## config.mk

```make
export PLATFORM = sky130hd
export DESIGN_NAME = multi_policy_ready_queue_flat
export DESIGN_NICKNAME = d
export VERILOG_FILES = /design/src/mprq_pkg.sv /design/src/mprq_if.sv /design/src/multi_policy_ready_queue.sv /design/src/flat_wrapper.sv
export SDC_FILE = /design/constraint.sdc
export NUM_CORES = 2
export LEC_CHECK = 0
export BUFFER_PORTS_ARGS = -buffer_cell sky130_fd_sc_hd__buf_2
export CAP_MARGIN = 25
export CORE_MARGIN = 2
export CORE_UTILIZATION = 43
export CTS_CLUSTER_DIAMETER = 150
export DETAILED_ROUTE_END_ITERATION = 8
export GPL_TIMING_DRIVEN = 0
export PLACE_DENSITY_LB_ADDON = 0.2
export REMOVE_ABC_BUFFERS = 1
export SLEW_MARGIN = 20
export SYNTH_ARGS = -nofsm -noshare
export SYNTH_HDL_FRONTEND = slang
export SYNTH_SLANG_ARGS = --single-unit
```

## constraint.sdc

```tcl
create_clock -name clk -period 8.9 [get_ports clk]
set_input_delay 0.445 -clock clk [delete_from_list [all_inputs] [get_ports clk]]
set_output_delay 0.445 -clock clk [all_outputs]
set_load 0.01 [all_outputs]
```

## src/mprq_pkg.sv

```systemverilog
// ----------------------------------------------------------------------------
// mprq_pkg
// shared types and constants of the ready queue scheduler
// ----------------------------------------------------------------------------
package mprq_pkg;

    localparam int QUEUE_DEPTH_DEF = 64;
    localparam int ID_BITS_DEF     = 8;
    localparam int KEY_BITS_DEF    = 32;

    localparam int CMD_W    = 1;
    localparam int TID_W    = 8;
    localparam int RT_W     = 32;
    localparam int STATUS_W = 2;
    localparam int GID_W    = 8;
    localparam int LIMIT_W  = 16;
    localparam int CFG_IDX_W  = 1;
    localparam int CFG_DATA_W = 16;

    localparam logic [CMD_W-1:0] CMD_PUT = 1'b0;
    localparam logic [CMD_W-1:0] CMD_GET = 1'b1;

    localparam logic [STATUS_W-1:0] ST_PUT_OK = 2'd0;
    localparam logic [STATUS_W-1:0] ST_GRANT  = 2'd1;
    localparam logic [STATUS_W-1:0] ST_EMPTY  = 2'd2;
    localparam logic [STATUS_W-1:0] ST_FULL   = 2'd3;

    localparam logic [1:0] POL_FCFS = 2'd0;
    localparam logic [1:0] POL_LCFS = 2'd1;
    localparam logic [1:0] POL_SJF  = 2'd2;
    localparam logic [1:0] POL_RR   = 2'd3;

    localparam logic [CFG_IDX_W-1:0] REG_POLICY  = 1'd0;
    localparam logic [CFG_IDX_W-1:0] REG_QUANTUM = 1'd1;

    typedef enum logic [2:0] {
        S_IDLE,
        S_SCAN,
        S_SHIFT,
        S_GRANT,
        S_OUT
    } state_t;

endpackage

```

## src/mprq_if.sv

```systemverilog
// ----------------------------------------------------------------------------
// mprq_req_if / mprq_rsp_if
// valid/ready channels of the ready queue scheduler
// ----------------------------------------------------------------------------
interface mprq_req_if;
    logic        valid;
    logic        ready;
    logic [0:0]  cmd;
    logic [7:0]  task_id;
    logic [31:0] remaining_time;

    modport source (output valid, output cmd, output task_id, output remaining_time,
                    input ready);
    modport sink   (input valid, input cmd, input task_id, input remaining_time,
                    output ready);
endinterface

interface mprq_rsp_if;
    logic        valid;
    logic        ready;
    logic [1:0]  status;
    logic [7:0]  granted_id;
    logic [15:0] run_limit;

    modport source (output valid, output status, output granted_id, output run_limit,
                    input ready);
    modport sink   (input valid, input status, input granted_id, input run_limit,
                    output ready);
endinterface

```

## src/multi_policy_ready_queue.sv

```systemverilog
// ----------------------------------------------------------------------------
// multi_policy_ready_queue
// ready queue with fifo, stack, shortest-first and round robin policies
// ----------------------------------------------------------------------------
//  channel | dir | beat contents
//  req     | in  | cmd, task_id, remaining_time
//  rsp     | out | status, granted_id, run_limit
//  cfg     | in  | cfg_we, cfg_idx, cfg_wdata
//
// one entry store in a synchronous memory, one read per cycle.
// fifo/stack put writes in idle, then gives the output beat; get reads in idle,
// takes the entry in the grant state, then gives the output beat. sorted put scans
// to the first larger key, shifts the tail down and writes in grant, or appends at the tail.
// reset clears head, count, policy and quantum; no clearing pass.
// a result waiting in the output register blocks the next request.
// ----------------------------------------------------------------------------
module multi_policy_ready_queue
#(
    parameter int QUEUE_DEPTH = mprq_pkg::QUEUE_DEPTH_DEF,
    parameter int ID_BITS     = mprq_pkg::ID_BITS_DEF,
    parameter int KEY_BITS    = mprq_pkg::KEY_BITS_DEF
)(
    input  logic                            clk,
    input  logic                            rst_n,
    mprq_req_if.sink                        req,
    mprq_rsp_if.source                      rsp,
    input  logic                            cfg_we,
    input  logic [mprq_pkg::CFG_IDX_W-1:0]  cfg_idx,
    input  logic [mprq_pkg::CFG_DATA_W-1:0] cfg_wdata
);
    import mprq_pkg::*;

    localparam int AW = $clog2(QUEUE_DEPTH);
    localparam int CW = $clog2(QUEUE_DEPTH + 1);
    localparam int EW = ID_BITS + KEY_BITS;
    localparam logic [CW-1:0] DEPTH_C = CW'(QUEUE_DEPTH);

    logic [EW-1:0] mem [QUEUE_DEPTH];

    state_t state_reg, state_next;
    logic [1:0]          policy_reg;
    logic [LIMIT_W-1:0]  quantum_reg;
    logic [AW-1:0]       head_reg, head_next;
    logic [CW-1:0]       count_reg, count_next;
    logic [CW-1:0]       k_reg, k_next;
    logic [CW-1:0]       pos_reg, pos_next;
    logic [ID_BITS-1:0]  nid_reg, nid_next;
    logic [KEY_BITS-1:0] nkey_reg, nkey_next;
    logic [STATUS_W-1:0] st_reg, st_next;
    logic [GID_W-1:0]    gid_reg, gid_next;
    logic [LIMIT_W-1:0]  lim_reg, lim_next;

    logic          rd_en, wr_en;
    logic [CW-1:0] rd_off, wr_off;
    logic [EW-1:0] wr_data, rd_data;

    function automatic logic [AW-1:0] slot(input logic [AW-1:0] h, input logic [CW-1:0] o);
        logic [CW:0] s;
        s = (CW+1)'(h) + (CW+1)'(o);
        if (s >= (CW+1)'(QUEUE_DEPTH))
            s = s - (CW+1)'(QUEUE_DEPTH);
        return s[AW-1:0];
    endfunction

    always_ff @(posedge clk)
    begin
        if (wr_en)
            mem[slot(head_reg, wr_off)] <= wr_data;
        if (rd_en)
            rd_data <= mem[slot(head_reg, rd_off)];
    end

    always_ff @(posedge clk or negedge rst_n)
    begin
        if (!rst_n)
        begin
            state_reg   <= S_IDLE;
            policy_reg  <= POL_FCFS;
            quantum_reg <= '0;
            head_reg    <= '0;
            count_reg   <= '0;
        end
        else
        begin
            state_reg <= state_next;
            head_reg  <= head_next;
            count_reg <= count_next;
            if (cfg_we && cfg_idx == REG_POLICY)
                policy_reg <= cfg_wdata[1:0];
            if (cfg_we && cfg_idx == REG_QUANTUM)
                quantum_reg <= cfg_wdata[LIMIT_W-1:0];
        end
    end

    always_ff @(posedge clk)
    begin
        k_reg    <= k_next;
        pos_reg  <= pos_next;
        nid_reg  <= nid_next;
        nkey_reg <= nkey_next;
        st_reg   <= st_next;
        gid_reg  <= gid_next;
        lim_reg  <= lim_next;
    end

    always_comb
    begin
        state_next = state_reg;
        head_next  = head_reg;
        count_next = count_reg;
        k_next     = k_reg;
        pos_next   = pos_reg;
        nid_next   = nid_reg;
        nkey_next  = nkey_reg;
        st_next    = st_reg;
        gid_next   = gid_reg;
        lim_next   = lim_reg;
        rd_en      = 1'b0;
        rd_off     = k_reg;
        wr_en      = 1'b0;
        wr_off     = k_reg;
        wr_data    = {nid_reg, nkey_reg};
        req.ready  = 1'b0;
        rsp.valid  = 1'b0;

        case (state_reg)
            S_IDLE:
            begin
                req.ready = 1'b1;
                if (req.valid)
                begin
                    nid_next  = ID_BITS'(req.task_id);
                    nkey_next = KEY_BITS'(req.remaining_time);
                    gid_next  = '0;
                    lim_next  = '0;
                    if (req.cmd == CMD_PUT)
                    begin
                        if (count_reg >= DEPTH_C)
                        begin
                            st_next    = ST_FULL;
                            state_next = S_OUT;
                        end
                        else if (policy_reg == POL_SJF && count_reg != '0)
                        begin
                            // read head entry, scan begins
                            k_next     = '0;
                            rd_en      = 1'b1;
                            rd_off     = '0;
                            st_next    = ST_PUT_OK;
                            state_next = S_SCAN;
                        end
                        else
                        begin
                            wr_en      = 1'b1;
                            wr_off     = count_reg;
                            wr_data    = {ID_BITS'(req.task_id),
                                          KEY_BITS'(req.remaining_time)};
                            count_next = count_reg + 1'b1;
                            st_next    = ST_PUT_OK;
                            state_next = S_OUT;
                        end
                    end
                    else
                    begin
                        if (count_reg == '0)
                        begin
                            st_next    = ST_EMPTY;
                            state_next = S_OUT;
                        end
                        else
                        begin
                            rd_en      = 1'b1;
                            rd_off     = (policy_reg == POL_LCFS) ? count_reg - 1'b1 : '0;
                            st_next    = ST_GRANT;
                            state_next = S_GRANT;
                        end
                    end
                end
            end
            S_SCAN:
            begin
                // rd_data holds entry k
                if (rd_data[KEY_BITS-1:0] <= nkey_reg)
                begin
                    k_next = k_reg + 1'b1;
                    if (k_reg + 1'b1 == count_reg)
                    begin
                        wr_en      = 1'b1;
                        wr_off     = count_reg;
                        count_next = count_reg + 1'b1;
                        st_next    = ST_PUT_OK;
                        state_next = S_OUT;
                    end
                    else
                    begin
                        rd_en  = 1'b1;
                        rd_off = k_reg + 1'b1;
                    end
                end
                else
                begin
                    // insertion point found, shift from tail down
                    k_next     = count_reg;
                    nid_next   = nid_reg;
                    rd_en      = 1'b1;
                    rd_off     = count_reg - 1'b1;
                    state_next = S_SHIFT;
                    pos_next   = k_reg;
                end
            end
            S_SHIFT:
            begin
                // rd_data holds entry k-1, move it to k
                wr_en  = 1'b1;
                wr_off = k_reg;
                wr_data = rd_data;
                k_next = k_reg - 1'b1;
                if (k_reg - 1'b1 == pos_reg)
                    state_next = S_GRANT;
                else
                begin
                    rd_en  = 1'b1;
                    rd_off = k_reg - 2'd2;
                end
            end
            S_GRANT:
            begin
                if (st_reg == ST_GRANT)
                begin
                    gid_next   = GID_W'(rd_data[EW-1:KEY_BITS]);
                    lim_next   = (policy_reg == POL_RR) ? quantum_reg : '0;
                    count_next = count_reg - 1'b1;
                    if (policy_reg != POL_LCFS)
                        head_next = slot(head_reg, CW'(1));
                end
                else
                begin
                    // finish sorted insert at position k
                    wr_en      = 1'b1;
                    wr_off     = k_reg;
                    count_next = count_reg + 1'b1;
                    st_next    = ST_PUT_OK;
                    gid_next   = '0;
                end
                state_next = S_OUT;
            end
            S_OUT:
            begin
                rsp.valid = 1'b1;
                if (rsp.ready)
                    state_next = S_IDLE;
            end
            default:
                state_next = S_IDLE;
        endcase
    end

    assign rsp.status     = st_reg;
    assign rsp.granted_id = gid_reg;
    assign rsp.run_limit  = lim_reg;

endmodule

```

## src/flat_wrapper.sv

```systemverilog
// flat-port wrapper written by rule: the top's interface ports become plain ports
module multi_policy_ready_queue_flat import mprq_pkg::*;
#(
    parameter int QUEUE_DEPTH = mprq_pkg::QUEUE_DEPTH_DEF,
    parameter int ID_BITS     = mprq_pkg::ID_BITS_DEF,
    parameter int KEY_BITS    = mprq_pkg::KEY_BITS_DEF
)
  (clk, rst_n, cfg_we, cfg_idx, cfg_wdata, req_valid, req_cmd, req_task_id, req_remaining_time, req_ready, rsp_valid, rsp_status, rsp_granted_id, rsp_run_limit, rsp_ready);
  mprq_req_if req_i ();
  mprq_rsp_if rsp_i ();
  input  logic clk;
  input  logic rst_n;
  input  logic cfg_we;
  input  logic [mprq_pkg::CFG_IDX_W-1:0] cfg_idx;
  input  logic [mprq_pkg::CFG_DATA_W-1:0] cfg_wdata;
  input wire logic [$bits(req_i.valid)-1:0] req_valid;
  input wire logic [$bits(req_i.cmd)-1:0] req_cmd;
  input wire logic [$bits(req_i.task_id)-1:0] req_task_id;
  input wire logic [$bits(req_i.remaining_time)-1:0] req_remaining_time;
  output wire logic [$bits(req_i.ready)-1:0] req_ready;
  output wire logic [$bits(rsp_i.valid)-1:0] rsp_valid;
  output wire logic [$bits(rsp_i.status)-1:0] rsp_status;
  output wire logic [$bits(rsp_i.granted_id)-1:0] rsp_granted_id;
  output wire logic [$bits(rsp_i.run_limit)-1:0] rsp_run_limit;
  input wire logic [$bits(rsp_i.ready)-1:0] rsp_ready;
  assign req_i.valid = req_valid;
  assign req_i.cmd = req_cmd;
  assign req_i.task_id = req_task_id;
  assign req_i.remaining_time = req_remaining_time;
  assign req_ready = req_i.ready;
  assign rsp_valid = rsp_i.valid;
  assign rsp_status = rsp_i.status;
  assign rsp_granted_id = rsp_i.granted_id;
  assign rsp_run_limit = rsp_i.run_limit;
  assign rsp_i.ready = rsp_ready;
  multi_policy_ready_queue #(.QUEUE_DEPTH(QUEUE_DEPTH), .ID_BITS(ID_BITS), .KEY_BITS(KEY_BITS)) u_core (.clk(clk), .rst_n(rst_n), .req(req_i), .rsp(rsp_i), .cfg_we(cfg_we), .cfg_idx(cfg_idx), .cfg_wdata(cfg_wdata));
endmodule
```

==> out/summary.log <==
INFO  status         run_status=completed
INFO  global_routing grt_max_degree=65
INFO  route          routed_wire_length_per_instance=31.0um
INFO  synth          ys_async_sr_fraction=0.0125
INFO  timing         slew_headroom=0.334
INFO  worst_setup_path setup.reg_to_reg.worst_slack=1.24ns
INFO  route          drt_first_pass_iters=6
INFO  layout         layout.nets=5727
INFO  worst_setup_path worstPathArrival=8.34ns
INFO  worst_setup_path worst_setup_path_type=register to register
INFO  worst_setup_path cp_cell_sequence=ha_1 -> nand4_1 -> nor4_2 -> nand3_1 -> a21boi_1 -> buf_4 -> nor4_1 -> o21ai_0 -> o21ai_0 -> ha_4 -> buf_16 -> buf_16 -> buf_16 -> buf_16 -> buf_16 -> mux4_2 -> mux4_2 -> o22ai_1 -> mux2_2 -> a31oi_1
INFO  synth          yosys_warnings=0
INFO  timing         worst_clk_skew=0.0587ns
INFO  global_routing via_count_of_the_first_global_routing_pass=54200
INFO  global_routing grt_pass1_wl=404mm
INFO  placed_design  place.detailed.hpwl=200mm
INFO  route          route.vias.total=53700
INFO  synth          synth.lib_cells_used.distinct=82
INFO  layout         finalNonFillerCells=9120
INFO  clocking       ctsResizeCount=0
INFO  synth          synth.ff_latch_count=2714
INFO  clocking       cts.reportedPaths.clkPinSlew=0.06ns
INFO  layout         drive_gt1_frac=0.370
INFO  global_routing grt-ovfl-total=0
INFO  worst_setup_path crit_top_cell=sky130_fd_sc_hd__buf_16
INFO  floorplan      floorplan.die_area=0.252mm^2
INFO  synth          ys_dominant_reg_cell=sky130_fd_sc_hd__edfxtp_1
INFO  synth          netlist_instances=4748
INFO  worst_hold_path hold_class=primary input to register
INFO  route          route.detailed.drc=0
INFO  timing         finalCriticalPeriod=7.66ns
INFO  route          wl=283mm
INFO  synth          synth_top_cells_by_area=sky130_fd_sc_hd__edfxtp_1 75%, sky130_fd_sc_hd__mux4_2 17%, sky130_fd_sc_hd__dfrtp_1 0.80%
INFO  timing         worst_pin_slew=0.991ns
INFO  floorplan      initial_core_util=0.433
INFO  timing         finalCritPeriodShare=0.861
INFO  flow_run       drv_cap=0
INFO  route          route.detailed.vias_per_inst=5.89
INFO  floorplan      die_boundary_height=502um
INFO  placed_design  dp_cells=8561
INFO  route          initialDrtViolationCount=6413
INFO  global_routing antenna_found_initial=10
INFO  layout         area_growth_syn_to_layout=19.7%
INFO  timing         finalHoldViolations=0
INFO  clocking       cts_tree=built
INFO  synth          netlist.area_leader.share=0.754
INFO  worst_setup_path cpPeakStageDelay=0.85ns
INFO  synth          synthMostInstantiatedCell=sky130_fd_sc_hd__edfxtp_1
INFO  placed_design  port_buffers=90
INFO  synth          mappedNetlistArea=0.107mm^2
INFO  synth          synth.avg_cell_area=22.5um^2
INFO  clocking       clk_tree_root_cell=sky130_fd_sc_hd__clkbuf_16
INFO  synth          synth_seq_area_share=0.762
INFO  clocking       ctsHtreeMaxLevel=5
INFO  timing         maxSlewViolCount=0
INFO  layout         fillerInstances=19200
INFO  layout         largest_register_ff_count=2560
INFO  route          route.antenna.remaining_nets=0
INFO  timing         grt_setup_unrepaired=false
INFO  synth          synth_edf_count=2680
INFO  timing         max_freq=131MHz
INFO  worst_setup_path crit_required=9.58ns
INFO  placed_design  gpl.final_weighted_congestion=0.829
INFO  floorplan      die_width=502um
INFO  floorplan      placementRows=182
INFO  floorplan      core-area=0.246mm^2
INFO  worst_setup_path crit_path_max_fanout=30
INFO  clocking       clock_latency_on_the_worst_skew_pair=0.94ns
INFO  timing         finish_stage_setup_viols=0
INFO  synth          synth.top_cells.by_count=2680 x sky130_fd_sc_hd__edfxtp_1, 800 x sky130_fd_sc_hd__mux4_2, 173 x sky130_fd_sc_hd__clkbuf_1
INFO  worst_setup_path critical-path-slowest-cell=sky130_fd_sc_hd__nor4_1
INFO  clocking       clk_path_buf_depth=4
INFO  clocking       tritoncts.num_buffers=294
INFO  global_routing global_route.usage.total=0.225
INFO  clocking       cts.sink_count=2714
INFO  worst_setup_path end_kind=register
INFO  synth          yosys.area.top_type=sky130_fd_sc_hd__edfxtp_1
INFO  worst_setup_path timing.critical_path.from_type=register
INFO  floorplan      boundaryPins=91
[what timing repair did]
action	in CTS	in global routing
hold buffers	63	0
setup buffers	0	0
hold endpoints to repair	95	0
[worst max-delay path: cells and delay by family (launching register included)]
kind	cells	cell delay [ns]
and+or+nand+nor	4	1.94
muxes	3	1.39
buffers and inverters	6	1.62
AOI/OAI and AO/OA	5	1.01
adders and majority gates	2	0.84
DFF	1	0.42
[cell type report]
type                            instances  area (um^2)  area share
Clock buffer                          360         7790      0.0610
Timing Repair Buffer                  830         8440      0.0660
Antenna cell                            2         5.00   0.0000392
Inverter                               55          209     0.00164
Clock inverter                        131         1110     0.00866
Multi-Input combinational cell       1716        24800       0.194
Sequential cell                      2714        81300       0.636
Tap cell                             3312         4140      0.0324
[cells by family (layout without fill, tap and decap cells)]
| group | Yosys count | count (layout) | synth area share |
|---|---|---|---|
| adder cells (fa/ha/maj) | 53 | 53 | 0.00635 |
| multiplexers | 862 | 862 | 0.176 |
| AND/OR/NAND/NOR | 409 | 409 | 0.0186 |
| AO/OA/AOI/OAI | 337 | 337 | 0.0204 |
| flip-flops | 2714 | 2714 | 0.762 |
| other | 0 | 2 | 0 |
| buffers and inverters | 318 | 1376 | 0.0123 |
| XOR/XNOR | 55 | 55 | 0.00486 |
[final timing paths]
| path | depth (start not counted) | endpoint | startpoint |
|---|---|---|---|
| setup reg to reg | 20 | u_core.rd_data[13] | u_core.rd_data[15] |
| hold / removal | 3 | u_core.nid_reg[6] | req_valid |
| max in group asynchronous | 2 | u_core.head_reg[5] | rst_n |
| setup / recovery | 20 | u_core.rd_data[13] | u_core.rd_data[15] |
| min in group asynchronous | 2 | u_core.quantum_reg[2] | rst_n |
| hold reg to reg | 1 | u_core.quantum_reg[4] | u_core.quantum_reg[4] |
[cell usage in the layout, fill, tap and decap left out, types with 57 or more instances in the layout]
cell | netlist | final
sky130_fd_sc_hd__dlygate4sd3_1 | 0 | 63
sky130_fd_sc_hd__edfxtp_1 | 2680 | 2680
sky130_fd_sc_hd__buf_6 | 5 | 138
sky130_fd_sc_hd__nor3_2 | 2 | 65
sky130_fd_sc_hd__nand2_1 | 160 | 117
sky130_fd_sc_hd__buf_4 | 6 | 424
sky130_fd_sc_hd__clkbuf_16 | 0 | 302
sky130_fd_sc_hd__o22ai_1 | 82 | 82
sky130_fd_sc_hd__mux4_2 | 800 | 800
sky130_fd_sc_hd__clkinv_1 | 0 | 61
sky130_fd_sc_hd__buf_16 | 0 | 57
sky130_fd_sc_hd__buf_2 | 23 | 90
[layer usage]
metal	share of wire	routed length, um	up-vias	global-route usage
met2	0.48	137000	2137	0.358
met4	0.020	5760	2	0.0528
met5	0.000039	11	-	0
met3	0.076	21400	362	0.0435
li1	-	-	22000	-
met1	0.42	119000	29200	0.322
[stage by stage]
step                utilization  hold slack, ns  area (um^2)  setup TNS [ns]  worst slack, ns
floorplan                     -           0.149       106000         -775.79           -19.43
CTS                       0.518          0.0716       128000               0             1.12
global placement          0.448           0.479       110000               -           -34.48
global route              0.519           0.133       128000               0            0.874
detailed placement        0.480           0.487       118000               0             1.14
finish                    0.519           0.151       128000               0             1.24
Power is left out: the tool's default activity adds up to more than one toggle a clock period on the data nets, which glitch-free logic cannot reach.
